File: config.mk
export PLATFORM = sky130hd
export DESIGN_NAME = uv_sphere_mesh_generator
export DESIGN_NICKNAME = d
export VERILOG_FILES = /design/src/rtl/uvsph_pkg.sv /design/src/rtl/uvsph_div.sv /design/src/rtl/uvsph_cordic.sv /design/src/rtl/uv_sphere_mesh_generator.sv
export SDC_FILE = /design/constraint.sdc
export NUM_CORES = 2
export LEC_CHECK = 0
export BUFFER_PORTS_ARGS = -buffer_cell sky130_fd_sc_hd__buf_2
export CORE_AREA = 2 2 399 401
export CTS_BUF_LIST = sky130_fd_sc_hd__clkbuf_4
export CTS_CLUSTER_DIAMETER = 150
export DETAILED_ROUTE_END_ITERATION = 7
export DIE_AREA = 0 0 401 403
export HOLD_SLACK_MARGIN = 0.12
export PLACE_DENSITY_LB_ADDON = 0.3
export SLEW_MARGIN = 20
export SYNTH_ARGS = -nofsm -noshare
export SYNTH_HDL_FRONTEND = slang
export SYNTH_HIERARCHICAL = 1
export SYNTH_SLANG_ARGS = --single-unit
File: constraint.sdc
create_clock -name clk -period 11.3 [get_ports clk]
set_input_delay 2.825 -clock clk [delete_from_list [all_inputs] [get_ports clk]]
set_output_delay 2.825 -clock clk [all_outputs]
set_load 0.03 [all_outputs]
File: src/rtl/uvsph_pkg.sv
// Shared types, constants and tables of the UV sphere mesh generator.
package uvsph_pkg;

    localparam int LINE_W      = 9;
    localparam int DVD_W       = 27;
    localparam int ANG_W       = 19;
    localparam int XY_W        = 34;
    localparam int Z_W         = 28;
    localparam int CORDIC_ITER = 16;
    localparam int IDX_W       = 18;

    localparam int MAX_LINES_DEF  = 256;
    localparam int INDEX_BITS_DEF = 16;

    localparam logic [17:0] ANG_PITCH_SPAN = 18'd205783;
    localparam logic [18:0] ANG_YAW_SPAN   = 19'd411566;
    localparam logic signed [20:0] ANG_PI      = 21'sd205887;
    localparam logic signed [20:0] ANG_HALF_PI = 21'sd102944;
    localparam logic signed [XY_W-1:0] CORDIC_GAIN = 34'sd652032874;
    localparam logic signed [15:0] ONE_Q14 = 16'sd16384;
    localparam logic [LINE_W-1:0] LINES_RESET = 9'd10;

    typedef enum logic [2:0] {
        PH_TOP_POLE = 3'd0,
        PH_RINGS    = 3'd1,
        PH_BOT_POLE = 3'd2,
        PH_TOP_CAP  = 3'd3,
        PH_MIDDLE   = 3'd4,
        PH_BOT_CAP  = 3'd5,
        PH_DONE     = 3'd6
    } phase_t;

    typedef enum logic [1:0] {
        KIND_VERTEX = 2'd0,
        KIND_TRI    = 2'd1,
        KIND_NONE   = 2'd2
    } kind_t;

    typedef enum logic [2:0] {
        SQ_IDLE,
        SQ_DIV_P,
        SQ_DIV_Y,
        SQ_COR_P,
        SQ_COR_Y,
        SQ_MUL_X,
        SQ_MUL_Y,
        SQ_FIN
    } seq_t;

    localparam logic CFG_LAT = 1'b0;
    localparam logic CFG_LON = 1'b1;

    // arctangent of 2^-k in Q.24
    function automatic logic [23:0] atan_q24(input logic [3:0] k);
        logic [23:0] v;
        case (k)
            4'd0:    v = 24'd13176795;
            4'd1:    v = 24'd7778716;
            4'd2:    v = 24'd4110060;
            4'd3:    v = 24'd2086331;
            4'd4:    v = 24'd1047214;
            4'd5:    v = 24'd524117;
            4'd6:    v = 24'd262123;
            4'd7:    v = 24'd131069;
            4'd8:    v = 24'd65536;
            4'd9:    v = 24'd32768;
            4'd10:   v = 24'd16384;
            4'd11:   v = 24'd8192;
            4'd12:   v = 24'd4096;
            4'd13:   v = 24'd2048;
            4'd14:   v = 24'd1024;
            4'd15:   v = 24'd512;
            default: v = 24'd0;
        endcase
        return v;
    endfunction

endpackage

File: src/rtl/uvsph_div.sv
// Bit-serial restoring divider, one quotient bit per cycle.
module uvsph_div
    import uvsph_pkg::*;
(
    input  logic                  clk,
    input  logic                  rst_n,
    input  logic                  start,
    input  logic [DVD_W-1:0]      dividend,
    input  logic [LINE_W-1:0]     divisor,
    output logic                  done,
    output logic [DVD_W-1:0]      quotient
);

    localparam int CNT_W = $clog2(DVD_W);

    logic [DVD_W-1:0]  dvd_reg, dvd_next;
    logic [LINE_W:0]   rem_reg, rem_next;
    logic [LINE_W-1:0] dsr_reg, dsr_next;
    logic [CNT_W-1:0]  cnt_reg, cnt_next;
    logic              busy_reg, busy_next;
    logic              done_reg, done_next;
    logic [LINE_W:0]   rem_sh;
    logic              ge;

    assign rem_sh = {rem_reg[LINE_W-1:0], dvd_reg[DVD_W-1]};
    assign ge     = rem_sh >= {1'b0, dsr_reg};

    always_comb
    begin
        dvd_next  = dvd_reg;
        rem_next  = rem_reg;
        dsr_next  = dsr_reg;
        cnt_next  = cnt_reg;
        busy_next = busy_reg;
        done_next = 1'b0;
        if (start)
        begin
            dvd_next  = dividend;
            dsr_next  = divisor;
            rem_next  = '0;
            cnt_next  = '0;
            busy_next = 1'b1;
        end
        else if (busy_reg)
        begin
            dvd_next = {dvd_reg[DVD_W-2:0], ge};
            rem_next = ge ? (rem_sh - {1'b0, dsr_reg}) : rem_sh;
            if (cnt_reg == CNT_W'(DVD_W - 1))
            begin
                busy_next = 1'b0;
                done_next = 1'b1;
            end
            else
            begin
                cnt_next = cnt_reg + 1'b1;
            end
        end
    end

    always_ff @(posedge clk or negedge rst_n)
    begin
        if (!rst_n)
        begin
            busy_reg <= 1'b0;
            done_reg <= 1'b0;
            cnt_reg  <= '0;
        end
        else
        begin
            busy_reg <= busy_next;
            done_reg <= done_next;
            cnt_reg  <= cnt_next;
        end
    end

    always_ff @(posedge clk)
    begin
        dvd_reg <= dvd_next;
        rem_reg <= rem_next;
        dsr_reg <= dsr_next;
    end

    assign done     = done_reg;
    assign quotient = dvd_reg;

endmodule

File: src/rtl/uvsph_cordic.sv
// Iterative rotation CORDIC giving sine and cosine in Q1.14.
module uvsph_cordic
    import uvsph_pkg::*;
(
    input  logic                    clk,
    input  logic                    rst_n,
    input  logic                    start,
    input  logic [ANG_W-1:0]        angle,
    output logic                    done,
    output logic signed [15:0]      sin_q14,
    output logic signed [15:0]      cos_q14
);

    logic signed [XY_W-1:0] x_reg, x_next, y_reg, y_next;
    logic signed [Z_W-1:0]  z_reg, z_next;
    logic [3:0]             k_reg, k_next;
    logic                   flip_reg, flip_next;
    logic                   busy_reg, busy_next;
    logic                   rnd_reg, rnd_next;
    logic                   done_reg, done_next;
    logic signed [15:0]     sin_reg, sin_next, cos_reg, cos_next;

    logic signed [20:0]     a0, a1, a2;
    logic                   f1, f2;
    logic signed [28:0]     z_wide;
    logic signed [XY_W-1:0] dx, dy, xr, yr;
    logic signed [Z_W-1:0]  at;

    function automatic logic signed [15:0] clamp14(input logic signed [XY_W-1:0] v);
        logic signed [15:0] r;
        if (v > XY_W'(ONE_Q14))
            r = ONE_Q14;
        else if (v < -XY_W'(ONE_Q14))
            r = -ONE_Q14;
        else
            r = v[15:0];
        return r;
    endfunction

    always_comb
    begin
        // fold the angle into [-pi/2, pi/2]
        a0 = signed'({2'b00, angle});
        f1 = a0 > ANG_HALF_PI;
        a1 = f1 ? (a0 - ANG_PI) : a0;
        f2 = a1 > ANG_HALF_PI;
        a2 = f2 ? (a1 - ANG_PI) : a1;
        z_wide = {a2, 8'd0};

        dx = y_reg >>> k_reg;
        dy = x_reg >>> k_reg;
        at = Z_W'(atan_q24(k_reg));
        xr = (x_reg + XY_W'(32768)) >>> 16;
        yr = (y_reg + XY_W'(32768)) >>> 16;
        if (flip_reg)
        begin
            xr = -xr;
            yr = -yr;
        end

        x_next    = x_reg;
        y_next    = y_reg;
        z_next    = z_reg;
        k_next    = k_reg;
        flip_next = flip_reg;
        busy_next = busy_reg;
        rnd_next  = 1'b0;
        done_next = 1'b0;
        sin_next  = sin_reg;
        cos_next  = cos_reg;
        if (start)
        begin
            x_next    = CORDIC_GAIN;
            y_next    = '0;
            z_next    = z_wide[Z_W-1:0];
            k_next    = '0;
            flip_next = f1 ^ f2;
            busy_next = 1'b1;
        end
        else if (busy_reg)
        begin
            if (!z_reg[Z_W-1])
            begin
                x_next = x_reg - dx;
                y_next = y_reg + dy;
                z_next = z_reg - at;
            end
            else
            begin
                x_next = x_reg + dx;
                y_next = y_reg - dy;
                z_next = z_reg + at;
            end
            k_next = k_reg + 1'b1;
            if (k_reg == 4'(CORDIC_ITER - 1))
            begin
                busy_next = 1'b0;
                rnd_next  = 1'b1;
            end
        end
        else if (rnd_reg)
        begin
            cos_next  = clamp14(xr);
            sin_next  = clamp14(yr);
            done_next = 1'b1;
        end
    end

    always_ff @(posedge clk or negedge rst_n)
    begin
        if (!rst_n)
        begin
            busy_reg <= 1'b0;
            rnd_reg  <= 1'b0;
            done_reg <= 1'b0;
            k_reg    <= '0;
        end
        else
        begin
            busy_reg <= busy_next;
            rnd_reg  <= rnd_next;
            done_reg <= done_next;
            k_reg    <= k_next;
        end
    end

    always_ff @(posedge clk)
    begin
        x_reg    <= x_next;
        y_reg    <= y_next;
        z_reg    <= z_next;
        flip_reg <= flip_next;
        sin_reg  <= sin_next;
        cos_reg  <= cos_next;
    end

    assign done    = done_reg;
    assign sin_q14 = sin_reg;
    assign cos_q14 = cos_reg;

endmodule

File: src/rtl/uv_sphere_mesh_generator.sv
// Top level of the UV sphere mesh generator: sequencer, mesh walk and output register.
// Poles, triangles and "nothing left" answers appear in the cycle after acceptance.
// A ring vertex takes two divisions on the shared divider, two shared CORDIC passes and
// the multiply and rounding states. One transaction is in flight at a time; outside
// ring vertices the throughput is one transaction per cycle while out_stall is low.
// Reset (rst_n, asynchronous, active low): mesh finished, both line counts back to 10.
module uv_sphere_mesh_generator
    import uvsph_pkg::*;
#(
    parameter int MAX_LINES  = MAX_LINES_DEF,
    parameter int INDEX_BITS = INDEX_BITS_DEF
)
(
    input  logic                clk,
    input  logic                rst_n,
    input  logic                in_valid,
    output logic                in_stall,
    input  logic                restart,
    output logic                out_valid,
    input  logic                out_stall,
    output logic [1:0]          kind,
    output logic signed [15:0]  pos_x,
    output logic signed [15:0]  pos_y,
    output logic signed [15:0]  pos_z,
    output logic [15:0]         index_a,
    output logic [15:0]         index_b,
    output logic [15:0]         index_c,
    output logic                last,
    input  logic                cfg_we,
    input  logic [0:0]          cfg_index,
    input  logic [LINE_W-1:0]   cfg_data
);

    localparam logic [15:0] IDX_MASK = (INDEX_BITS >= 16) ? 16'hFFFF
                                     : 16'((32'd1 << INDEX_BITS) - 32'd1);
    localparam logic [LINE_W-1:0] MAX_L = LINE_W'(MAX_LINES);

    // configuration and latched mesh size
    logic [LINE_W-1:0] lat_lines_reg, lat_lines_next, lon_lines_reg, lon_lines_next;
    logic [LINE_W-1:0] lat_used_reg, lat_used_next, lon_used_reg, lon_used_next;

    // mesh walk
    phase_t            phase_reg, phase_next;
    logic [LINE_W-1:0] ring_reg, ring_next, col_reg, col_next;
    logic              half_reg, half_next;
    logic [15:0]       row_base_reg, row_base_next;

    // ring vertex sequencer
    seq_t              seq_reg, seq_next;
    logic [DVD_W-1:0]  yaw_dvd_reg, yaw_dvd_next;
    logic [LINE_W-1:0] yaw_dsr_reg, yaw_dsr_next;
    logic [ANG_W-1:0]  p_ang_reg, p_ang_next;
    logic signed [15:0] sp_reg, sp_next, cp_reg, cp_next, cy_reg, cy_next, sy_reg, sy_next;
    logic signed [31:0] prod_reg, prod_next;
    logic signed [15:0] px_reg, px_next;

    // output register
    logic              out_valid_reg, out_valid_next;
    kind_t             kind_reg, kind_next;
    logic signed [15:0] px_out_reg, px_out_next, py_out_reg, py_out_next;
    logic signed [15:0] pz_out_reg, pz_out_next;
    logic [15:0]       ia_reg, ia_next, ib_reg, ib_next, ic_reg, ic_next;
    logic              last_reg, last_next;

    // shared units
    logic              div_start, div_done;
    logic [DVD_W-1:0]  div_dvd, div_quo;
    logic [LINE_W-1:0] div_dsr;
    logic              cor_start, cor_done;
    logic [ANG_W-1:0]  cor_ang;
    logic signed [15:0] cor_sin, cor_cos;

    // accept-cycle working values
    logic              accept, out_free;
    phase_t            e_phase;
    logic [LINE_W-1:0] e_lat, e_lon, e_ring, e_col;
    logic              e_half;
    logic [15:0]       e_rb;
    logic [LINE_W-1:0] rings;
    logic [IDX_W-1:0]  nv, top, n_w, col_w, rb_w, ta, tb, tc, td;
    logic [LINE_W:0]   col_inc, ring_inc;
    logic [DVD_W-1:0]  pitch_dvd;

    function automatic logic [LINE_W-1:0] clamp_lines(input logic [LINE_W-1:0] v);
        logic [LINE_W-1:0] r;
        if (v < LINE_W'(3))
            r = LINE_W'(3);
        else if (v > MAX_L)
            r = MAX_L;
        else
            r = v;
        return r;
    endfunction

    function automatic logic signed [15:0] rnd_q14(input logic signed [31:0] p);
        logic signed [31:0] t;
        t = (p + 32'sd8192) >>> 14;
        return t[15:0];
    endfunction

    function automatic logic [15:0] idx(input logic [IDX_W-1:0] v);
        return v[15:0] & IDX_MASK;
    endfunction

    uvsph_div u_div (
        .clk      (clk),
        .rst_n    (rst_n),
        .start    (div_start),
        .dividend (div_dvd),
        .divisor  (div_dsr),
        .done     (div_done),
        .quotient (div_quo)
    );

    uvsph_cordic u_cordic (
        .clk     (clk),
        .rst_n   (rst_n),
        .start   (cor_start),
        .angle   (cor_ang),
        .done    (cor_done),
        .sin_q14 (cor_sin),
        .cos_q14 (cor_cos)
    );

    // take a new transaction only when idle and the output register can take a result
    assign out_free = !out_valid_reg || !out_stall;
    assign in_stall = (seq_reg != SQ_IDLE) || !out_free;
    assign accept   = in_valid && !in_stall;

    always_comb
    begin
        // a restart reloads the mesh size and rewinds the walk before this element
        e_lat   = restart ? clamp_lines(lat_lines_reg) : lat_used_reg;
        e_lon   = restart ? clamp_lines(lon_lines_reg) : lon_used_reg;
        e_phase = restart ? PH_TOP_POLE : phase_reg;
        e_ring  = restart ? '0 : ring_reg;
        e_col   = restart ? '0 : col_reg;
        e_half  = restart ? 1'b0 : half_reg;
        e_rb    = restart ? '0 : row_base_reg;

        rings    = e_lat - LINE_W'(2);
        nv       = IDX_W'(rings * e_lon) + IDX_W'(2);
        top      = nv - IDX_W'(1);
        n_w      = IDX_W'(e_lon);
        col_w    = IDX_W'(e_col);
        rb_w     = IDX_W'(e_rb);
        col_inc  = {1'b0, e_col} + 1'b1;
        ring_inc = {1'b0, e_ring} + 1'b1;
        pitch_dvd = DVD_W'(ring_inc * ANG_PITCH_SPAN);

        // middle band corners, wrapping at the seam
        ta = rb_w + col_w + IDX_W'(1);
        tc = rb_w + n_w + col_w + IDX_W'(1);
        tb = (col_inc >= {1'b0, e_lon}) ? rb_w + IDX_W'(1) : rb_w + col_w + IDX_W'(2);
        td = (col_inc >= {1'b0, e_lon}) ? rb_w + n_w + IDX_W'(1)
                                        : rb_w + n_w + col_w + IDX_W'(2);

        lat_lines_next = lat_lines_reg;
        lon_lines_next = lon_lines_reg;
        if (cfg_we)
        begin
            if (cfg_index == CFG_LAT)
                lat_lines_next = cfg_data;
            else
                lon_lines_next = cfg_data;
        end

        lat_used_next = lat_used_reg;
        lon_used_next = lon_used_reg;
        phase_next    = phase_reg;
        ring_next     = ring_reg;
        col_next      = col_reg;
        half_next     = half_reg;
        row_base_next = row_base_reg;

        seq_next     = seq_reg;
        yaw_dvd_next = yaw_dvd_reg;
        yaw_dsr_next = yaw_dsr_reg;
        p_ang_next   = p_ang_reg;
        sp_next      = sp_reg;
        cp_next      = cp_reg;
        sy_next      = sy_reg;
        cy_next      = cy_reg;
        prod_next    = prod_reg;
        px_next      = px_reg;

        div_start = 1'b0;
        div_dvd   = pitch_dvd;
        div_dsr   = e_lat - LINE_W'(1);
        cor_start = 1'b0;
        cor_ang   = p_ang_reg;

        out_valid_next = out_valid_reg && out_stall;
        kind_next      = kind_reg;
        px_out_next    = px_out_reg;
        py_out_next    = py_out_reg;
        pz_out_next    = pz_out_reg;
        ia_next        = ia_reg;
        ib_next        = ib_reg;
        ic_next        = ic_reg;
        last_next      = last_reg;

        if (accept)
        begin
            lat_used_next = e_lat;
            lon_used_next = e_lon;
            phase_next    = e_phase;
            ring_next     = e_ring;
            col_next      = e_col;
            half_next     = e_half;
            row_base_next = e_rb;

            // default result shape: triangle, positions zero
            kind_next   = KIND_TRI;
            px_out_next = '0;
            py_out_next = '0;
            pz_out_next = '0;
            ia_next     = '0;
            ib_next     = '0;
            ic_next     = '0;
            last_next   = 1'b0;
            out_valid_next = 1'b1;

            case (e_phase)
                PH_TOP_POLE:
                begin
                    kind_next   = KIND_VERTEX;
                    pz_out_next = ONE_Q14;
                    phase_next  = PH_RINGS;
                    ring_next   = '0;
                    col_next    = '0;
                end
                PH_RINGS:
                begin
                    // hold the result back until the sequencer finishes the vertex
                    out_valid_next = 1'b0;
                    div_start    = 1'b1;
                    yaw_dvd_next = DVD_W'(e_col * ANG_YAW_SPAN);
                    yaw_dsr_next = e_lon;
                    seq_next     = SQ_DIV_P;
                    if (col_inc >= {1'b0, e_lon})
                    begin
                        col_next  = '0;
                        ring_next = ring_inc[LINE_W-1:0];
                        if (ring_inc >= {1'b0, rings})
                            phase_next = PH_BOT_POLE;
                    end
                    else
                    begin
                        col_next = col_inc[LINE_W-1:0];
                    end
                end
                PH_BOT_POLE:
                begin
                    kind_next   = KIND_VERTEX;
                    pz_out_next = -ONE_Q14;
                    phase_next  = PH_TOP_CAP;
                    col_next    = '0;
                end
                PH_TOP_CAP:
                begin
                    if (col_inc < {1'b0, e_lon})
                    begin
                        ib_next = idx(col_w + IDX_W'(1));
                        ic_next = idx(col_w + IDX_W'(2));
                        col_next = col_inc[LINE_W-1:0];
                    end
                    else
                    begin
                        ib_next = idx(n_w);
                        ic_next = idx(IDX_W'(1));
                        col_next      = '0;
                        ring_next     = '0;
                        half_next     = 1'b0;
                        row_base_next = '0;
                        phase_next    = (rings > LINE_W'(1)) ? PH_MIDDLE : PH_BOT_CAP;
                    end
                end
                PH_MIDDLE:
                begin
                    if (!e_half)
                    begin
                        ia_next   = idx(ta);
                        ib_next   = idx(tb);
                        ic_next   = idx(tc);
                        half_next = 1'b1;
                    end
                    else
                    begin
                        ia_next   = idx(tc);
                        ib_next   = idx(tb);
                        ic_next   = idx(td);
                        half_next = 1'b0;
                        if (col_inc >= {1'b0, e_lon})
                        begin
                            col_next      = '0;
                            ring_next     = ring_inc[LINE_W-1:0];
                            row_base_next = e_rb + 16'(e_lon);
                            if ((ring_inc + 1'b1) >= {1'b0, rings})
                                phase_next = PH_BOT_CAP;
                        end
                        else
                        begin
                            col_next = col_inc[LINE_W-1:0];
                        end
                    end
                end
                PH_BOT_CAP:
                begin
                    ia_next = idx(top);
                    if (col_inc < {1'b0, e_lon})
                    begin
                        ib_next  = idx(top - col_w - IDX_W'(1));
                        ic_next  = idx(top - col_w - IDX_W'(2));
                        col_next = col_inc[LINE_W-1:0];
                    end
                    else
                    begin
                        ib_next    = idx(top - n_w);
                        ic_next    = idx(nv - IDX_W'(2));
                        last_next  = 1'b1;
                        col_next   = '0;
                        phase_next = PH_DONE;
                    end
                end
                default:
                begin
                    kind_next  = KIND_NONE;
                    phase_next = PH_DONE;
                end
            endcase
        end

        case (seq_reg)
            SQ_IDLE:
            begin
            end
            SQ_DIV_P:
            begin
                if (div_done)
                begin
                    p_ang_next = div_quo[ANG_W-1:0];
                    div_start  = 1'b1;
                    div_dvd    = yaw_dvd_reg;
                    div_dsr    = yaw_dsr_reg;
                    seq_next   = SQ_DIV_Y;
                end
            end
            SQ_DIV_Y:
            begin
                if (div_done)
                begin
                    // keep the yaw quotient in the divider; start on pitch
                    cor_start = 1'b1;
                    cor_ang   = p_ang_reg;
                    seq_next  = SQ_COR_P;
                end
            end
            SQ_COR_P:
            begin
                if (cor_done)
                begin
                    sp_next   = cor_sin;
                    cp_next   = cor_cos;
                    cor_start = 1'b1;
                    cor_ang   = div_quo[ANG_W-1:0];
                    seq_next  = SQ_COR_Y;
                end
            end
            SQ_COR_Y:
            begin
                if (cor_done)
                begin
                    sy_next  = cor_sin;
                    cy_next  = cor_cos;
                    seq_next = SQ_MUL_X;
                end
            end
            SQ_MUL_X:
            begin
                prod_next = sp_reg * sy_reg;
                seq_next  = SQ_MUL_Y;
            end
            SQ_MUL_Y:
            begin
                px_next   = rnd_q14(prod_reg);
                prod_next = (-sp_reg) * cy_reg;
                seq_next  = SQ_FIN;
            end
            SQ_FIN:
            begin
                if (out_free)
                begin
                    out_valid_next = 1'b1;
                    kind_next      = KIND_VERTEX;
                    px_out_next    = px_reg;
                    py_out_next    = rnd_q14(prod_reg);
                    pz_out_next    = cp_reg;
                    ia_next        = '0;
                    ib_next        = '0;
                    ic_next        = '0;
                    last_next      = 1'b0;
                    seq_next       = SQ_IDLE;
                end
            end
            default:
            begin
                seq_next = SQ_IDLE;
            end
        endcase
    end

    always_ff @(posedge clk or negedge rst_n)
    begin
        if (!rst_n)
        begin
            lat_lines_reg <= LINES_RESET;
            lon_lines_reg <= LINES_RESET;
            lat_used_reg  <= LINES_RESET;
            lon_used_reg  <= LINES_RESET;
            phase_reg     <= PH_DONE;
            ring_reg      <= '0;
            col_reg       <= '0;
            half_reg      <= 1'b0;
            row_base_reg  <= '0;
            seq_reg       <= SQ_IDLE;
            out_valid_reg <= 1'b0;
        end
        else
        begin
            lat_lines_reg <= lat_lines_next;
            lon_lines_reg <= lon_lines_next;
            lat_used_reg  <= lat_used_next;
            lon_used_reg  <= lon_used_next;
            phase_reg     <= phase_next;
            ring_reg      <= ring_next;
            col_reg       <= col_next;
            half_reg      <= half_next;
            row_base_reg  <= row_base_next;
            seq_reg       <= seq_next;
            out_valid_reg <= out_valid_next;
        end
    end

    always_ff @(posedge clk)
    begin
        yaw_dvd_reg <= yaw_dvd_next;
        yaw_dsr_reg <= yaw_dsr_next;
        p_ang_reg   <= p_ang_next;
        sp_reg      <= sp_next;
        cp_reg      <= cp_next;
        sy_reg      <= sy_next;
        cy_reg      <= cy_next;
        prod_reg    <= prod_next;
        px_reg      <= px_next;
        kind_reg    <= kind_next;
        px_out_reg  <= px_out_next;
        py_out_reg  <= py_out_next;
        pz_out_reg  <= pz_out_next;
        ia_reg      <= ia_next;
        ib_reg      <= ib_next;
        ic_reg      <= ic_next;
        last_reg    <= last_next;
    end

    assign out_valid = out_valid_reg;
    assign kind      = kind_reg;
    assign pos_x     = px_out_reg;
    assign pos_y     = py_out_reg;
    assign pos_z     = pz_out_reg;
    assign index_a   = ia_reg;
    assign index_b   = ib_reg;
    assign index_c   = ic_reg;
    assign last      = last_reg;

    // a finished mesh answers "nothing left" on a plain request
    assert property (@(posedge clk) disable iff (!rst_n)
        accept && !restart && phase_reg == PH_DONE |=> out_valid_reg && kind_reg == KIND_NONE)
        else $error("finished mesh did not answer nothing left");

    // every accepted transaction either shows a result or keeps the sequencer busy
    assert property (@(posedge clk) disable iff (!rst_n)
        accept |=> out_valid_reg || seq_reg != SQ_IDLE)
        else $error("accepted transaction produced no result");

    // the shared units only report completion while the sequencer waits on them
    assert property (@(posedge clk) disable iff (!rst_n)
        (div_done || cor_done) |-> seq_reg != SQ_IDLE)
        else $error("shared unit finished with no vertex in progress");

    // a restart always begins with the top pole
    assert property (@(posedge clk) disable iff (!rst_n)
        accept && restart |=> out_valid_reg && kind_reg == KIND_VERTEX
                              && pz_out_reg == ONE_Q14)
        else $error("restart did not emit the top pole");

endmodule
# --- After elaboration in Yosys (flattened, before gate mapping) ---
# Memory sizes are Yosys's and may differ from the RTL's.
# Index checks and enable logic that the tools add are counted.
word_totals:
  ff_bits: 529
  mem_bits_ro: 384
  inputBits: 16
  elab_cells: 291
  n_memories: 1
mem_list:
  columns: ["memory", "words", "word_bits", "read_ports", "rd_clocked_by_memory_dff", "wr", "line", "text"]
  rows:
  - ["(no name shown)", 16, 24, 1, 0, 0, "uvsph_pkg.sv:56", "case (k)"]
classes:
  mux: 134
  n_shift: 2
  n_mul: 5
  n_bitwise: 4
  addsub: 41
  eq_ne: 15
  magnitude_cmp: 16
  n_reduce_logical: 26
op_table:
  columns: ["operator", "n"]
  rows:
  - ["$mux W16", 30]
  - ["$mux W9", 17]
  - ["$mux W34", 4]
  - ["$mux W27", 4]
  - ["$pmux W16 S2", 3]
  - ["$pmux W16 S3", 2]
  - ["$mux W28", 3]
  - ["$pmux W9 S4", 2]
  - ["$add A34 B17 Y34 const B", 2]
  - ["$add A34 B34 Y34", 2]
  - ["$gt A34 B16 Y1 const B", 2]
  - ["$lt A34 B15 Y1 const B", 2]
  - ["$neg A18 Y34", 2]
  - ["$sshr A34 B4 Y34", 2]
  - ["$sub A34 B34 Y34", 2]
  - ["$add A16 B1 Y16 const B", 4]
  - ["$add A16 B9 Y16", 4]
  - ["$pmux W30 S2", 1]
  - ["$add A16 B2 Y16 const B", 3]
  - ["$mux W3", 15]
  - ["$ge A10 B9 Y1", 4]
  - ["$mux W19", 2]
  - ["$mux W1", 34]
  - ["$mul A32 B16 Y30", 1]
  - ["55 further kinds", 96]

# --- Longest topological paths before layout ---
logic_depth:
  depth_word: 15
  ltp_mapped: 40
  ltp_nobuf: 33

# --- Hierarchy ---
# Netlist, hierarchy kept.
by_module_without_submodules:
  columns: ["mod", "n_inst", "cells_per_inst", "area_each_um2"]
  rows:
  - ["uv_sphere_mesh_generator", 1, 5523, 48587.8]
  - ["uvsph_cordic", 1, 2398, 19054.5]
  - ["uvsph_div", 1, 199, 2580.0]

# --- Worst setup path after synthesis ---
# OpenSTA, ideal clock, no wires.
synth_path:
  path_type: "input-to-reg"
  from: "input restart"
  to: "register ic_reg[12] (netlist: index_c[12])"
  path_slack_ns: -0.635
  setup_ns: 0.122
  path_stages: 40
  t_arrival_ns: 11.813
  path_cell_list: "buf_2 > clkbuf_1 > buf_1 > clkbuf_1 > buf_1 > clkbuf_1 > mux2i_1 > ha_1 > nand2_1 > nor3_1 > xor2_1 > clkbuf_1 > nand2b_1 > fa_1 > inv_1 > fa_1 > fa_1 > inv_1 > (+4 left out) > or3b_1 > o211ai_1 > or3_1 > buf_6 > xnor2_1 > ha_1 > nand3_1 > a31oi_1 > or3_1 > clkbuf_1 > or3_1 > buf_6 > a21oi_2 > xnor2_1 > nor3b_1 > xor2_1 > nor2_1 > a221o_1"
synth_between:
  elab_chain_cells: 12
synth_rtl:
  columns: ["element", "line", "text"]
  rows:
  - ["start, declared", "uv_sphere_mesh_generator.sv:18", "input logic restart,"]
  - ["$mux W9", "uv_sphere_mesh_generator.sv:133", "e_lat = restart ? clamp_lines(lat_lines_reg) : lat_used_reg;"]
  - ["$sub A9 B2 Y9", "uv_sphere_mesh_generator.sv:141", "rings = e_lat - LINE_W'(2);"]
  - ["$mul A9 B9 Y16", "uv_sphere_mesh_generator.sv:142", "nv = IDX_W'(rings * e_lon) + IDX_W'(2);"]
  - ["$add A16 B2 Y16", "uv_sphere_mesh_generator.sv:142", null]
  - ["$sub A16 B1 Y16", "uv_sphere_mesh_generator.sv:143", "top = nv - IDX_W'(1);"]
  - ["$sub A16 B9 Y16", "uv_sphere_mesh_generator.sv:314", "ic_next = idx(top - col_w - IDX_W'(2));"]
  - ["$sub A16 B2 Y16", "uv_sphere_mesh_generator.sv:314", null]
  - ["$mux W16", "uv_sphere_mesh_generator.sv:311", "if (col_inc < {1'b0, e_lon})"]
  - ["$pmux W16 S3 *", "uv_sphere_mesh_generator.sv:224", "case (e_phase)"]
  - ["$mux W16 *", "uv_sphere_mesh_generator.sv:203", "if (accept)"]
  - ["$mux W16", "uv_sphere_mesh_generator.sv:392", "if (out_free)"]
  - ["$mux W16 *", "uv_sphere_mesh_generator.sv:334", "case (seq_reg)"]
  - ["named net ic_next[12]", "uv_sphere_mesh_generator.sv:62", "logic [15:0] ia_reg, ia_next, ib_reg, ib_next, ic_reg, ic_next;"]
  - ["end signal, assigned", "uv_sphere_mesh_generator.sv:462", "ic_reg <= ic_next;"]
  - ["end, declared", "uv_sphere_mesh_generator.sv:62", null]
# Mark *: on every way through the listed nets, which the timed path passes. The rest lies on a longest branch.
# A chain may end at the register's enable or synchronous reset.

# --- Worst setup path in the final report ---
layout_path:
  from: "register sp_reg[3]"
  to: "register prod_reg[29] (data pin)"
layout_between:
  elab_chain_cells: 3
layout_rtl:
  columns: ["element", "line", "text"]
  rows:
  - ["start, declared", "uv_sphere_mesh_generator.sv:53", "logic signed [15:0] sp_reg, sp_next, cp_reg, cp_next, cy_reg, cy_next, sy_reg, sy_next;"]
  - ["start signal, assigned", "uv_sphere_mesh_generator.sv:450", "sp_reg <= sp_next;"]
  - ["$neg A16 Y32", "uv_sphere_mesh_generator.sv:387", "prod_next = (-sp_reg) * cy_reg;"]
  - ["$mul A32 B16 Y30", "uv_sphere_mesh_generator.sv:387", null]
  - ["$pmux W30 S2 *", "uv_sphere_mesh_generator.sv:334", null]
  - ["named net prod_next[29]", "uv_sphere_mesh_generator.sv:54", "logic signed [31:0] prod_reg, prod_next;"]
  - ["end signal, assigned", "uv_sphere_mesh_generator.sv:454", "prod_reg <= prod_next;"]
  - ["end, declared", "uv_sphere_mesh_generator.sv:54", null]
# Marks and branches as above.

==> results.json <==
{
  "drive_gt1_share_pct": 9.408,
  "total_power_uw": 22600,
  "io_pins": 117,
  "grt_max_degree": 82,
  "port_buffers": 116,
  "dpl.hpwl_um": 162800,
  "path_class": "flop to flop",
  "final_cell_area_um2": 75050,
  "slew_violations": 0,
  "fmax_ghz": 0.1016,
  "clock_skew_ns": 0.1089,
  "fp.dieH_um": 403,
  "ys_types": 122,
  "setup_viol": 0,
  "wl_per_cell_um": 20.55,
  "r2r_cells": 28,
  "nets": 9379,
  "grt_overflow": 0,
  "cts_buffers": 156,
  "cts.repair.resized": 0,
  "maxCapViolations": 0,
  "fillers": 15276,
  "cp-end-kind": "flop",
  "vias": 58948,
  "max_slew.worst_pin.slew_ns": 1.127,
  "grt_usage_pct": 26.17,
  "cp.required_ns": 12.17,
  "grt_pass1_vias": 59302,
  "critPathMaxFanout": 19,
  "final_cell_mix": "990 x nand2_1, 989 x inv_1, 676 x fa_1, 559 x ha_1, 548 x nor2_1",
  "hold_depth": 2,
  "critPathLaunchType": "flop",
  "synthesis.area_um2": 70220,
  "cts_tree": "yes",
  "synth_warnings": 6,
  "drtAntennaViolNets": 0,
  "route.detailed.drc": 0,
  "antenna_found_initial": 5,
  "dr.pass1.iters": 6,
  "tns_ns": 0,
  "area_delta_synth_final_pct": 6.878,
  "ys_seq_area_share_pct": 18.80,
  "crit_slowest_cell": "edfxtp_1",
  "gp_congestion": 0.9727,
  "ir_drop_uv": 525.9,
  "dieArea_um2": 161600,
  "wirelength_um": 212400,
  "worstHoldPathType": "flop to flop",
  "syn_inst": 8120,
  "outcome": "complete, no violations",
  "cts_buffer_depth": 3,
  "rsz0062_at_grt": "false",
  "cts_hold_buf": 0,
  "async_flop_share_pct": 17.83,
  "period_share_pct": 87.10,
  "power_density_nw_per_um2": 301.1,
  "grt_first_pass_wirelength_um": 335100,
  "clk_latency_ns": 1.19,
  "cts_setup_buffers": 0,
  "slew_headroom_pct": 24.30,
  "worst-endpoint-arrival_ns": 10.71,
  "avgSynthCellArea_um2": 8.648,
  "power_leakage_uw": 0.03417,
  "syn-num-nets": 9371,
  "final_common_cell": "nand2_1",
  "postPlaceCellArea_um2": 72930,
  "clock-sinks": 516,
  "core_um2": 157500,
  "die_w_um": 401,
  "regArea_um2": 13220,
  "synthFlopType": "edfxtp_1",
  "synth-seq-cells": 516,
  "cts_root_buffer": "clkbuf_4",
  "ctsHtreeMaxLevel": 4,
  "synth-edff-count": 240,
  "row_count": 146,
  "period_needed_ns": 9.842,
  "initial_core_util_pct": 44.60,
  "viasPerCell": 5.704,
  "drt-initial-drc-count": 5278,
  "crit_path_frequent_cell": "fa_1",
  "max_stage_delay_ns": 0.78,
  "hold_viol": 0,
  "multi_input_area_um2": 51760,
  "cts.clk_slew.worst_paths_ns": 0.06
}
-- final cells by class --
class | count | share of cell area [%]
Antenna cell | 4 | 0.01334
Tap cell | 2072 | 3.454
Clock inverter | 53 | 0.4301
Sequential cell | 516 | 17.61
Clock buffer | 236 | 2.361
Inverter | 1000 | 5.001
Timing Repair Buffer | 253 | 2.164
Multi-Input combinational cell | 6201 | 68.97
-- critical path: cells and delay by family (launching register included) --
| kind | cells | cell delay (ns) |
|---|---|---|
| fa+ha+maj | 7 | 3.41 |
| mux | 1 | 0.13 |
| flops | 1 | 0.78 |
| xor+xnor | 2 | 1.02 |
| simple gates | 6 | 1.76 |
| buf+inv | 3 | 0.15 |
| compound gates | 9 | 2.28 |
-- cell usage after synthesis (85+ instances only) --
library cell,n,area share [%]
dfxtp_1,184,5.2
and2_1,234,2.1
clkbuf_1,331,1.8
nand2b_1,108,0.96
nand3_1,181,1.3
nor2_1,553,3.0
mux2i_1,122,1.7
fa_1,676,19
nand2_1,992,5.3
mux2_2,85,1.4
nor2b_1,90,0.80
ha_1,559,10
o21ai_0,320,2.3
edfxtp_1,240,10
xnor2_1,399,5.0
xor2_1,228,2.8
inv_1,990,5.3
nor3_1,135,0.96
a21oi_1,394,2.8
-- stage by stage --
stage	utilization, %	cells	hold slack (ns)	setup slack [ns]
after floorplan	-	8120	0.4081	0.01933
after global placement	46.31	10041	0.4171	0.4262
after detailed placement	46.31	10041	0.4174	0.3923
after CTS	47.64	10330	0.4173	1.500
after global routing	47.66	10334	0.4020	0.9761
final	47.66	10335	0.4156	1.458
-- routing by layer --
| layer | global-route usage [%] | vias to the layer above | wire [µm] |
|---|---|---|---|
| li1 | - | 27474 | - |
| met1 | 36.17 | 29061 | 94920 |
| met2 | 41.61 | 2030 | 95990 |
| met3 | 4.104 | 379 | 14270 |
| met4 | 9.196 | 4 | 7157 |
| met5 | 0 | - | 34 |
-- worst paths after layout --
kind                            from          endpoint  slack [ns]
min reg2reg                px_reg[2]          pos_x[2]        0.42
min in group asynchronous      rst_n   lat_used_reg[5]        1.62
max reg2reg                sp_reg[3]      prod_reg[29]        1.46
max                        sp_reg[3]      prod_reg[29]        1.46
max in group asynchronous      rst_n  row_base_reg[15]        8.29
min                        px_reg[2]          pos_x[2]        0.42
-- report_power, final --
part / total, µW / internal [µW] / switching [µW] / leakage (µW)
Combinational: 17500 / 7110 / 10400 / 0.0280
Sequential: 3110 / 2450 / 657 / 0.00488
Clock: 1970 / 1030 / 946 / 0.00125
Total: 22600 / 10600 / 12000 / 0.0342
-- cells by family after synthesis --
family | Yosys count | share of synthesized area, %
mux | 280 | 5.401
flops | 516 | 18.80
xor+xnor | 631 | 7.922
buf+inv | 1403 | 7.685
fa+ha+maj | 1235 | 29.23
simple gates | 2614 | 17.56
compound gates | 1441 | 13.39
No activity file was read; power rests on OpenSTA's default activity.
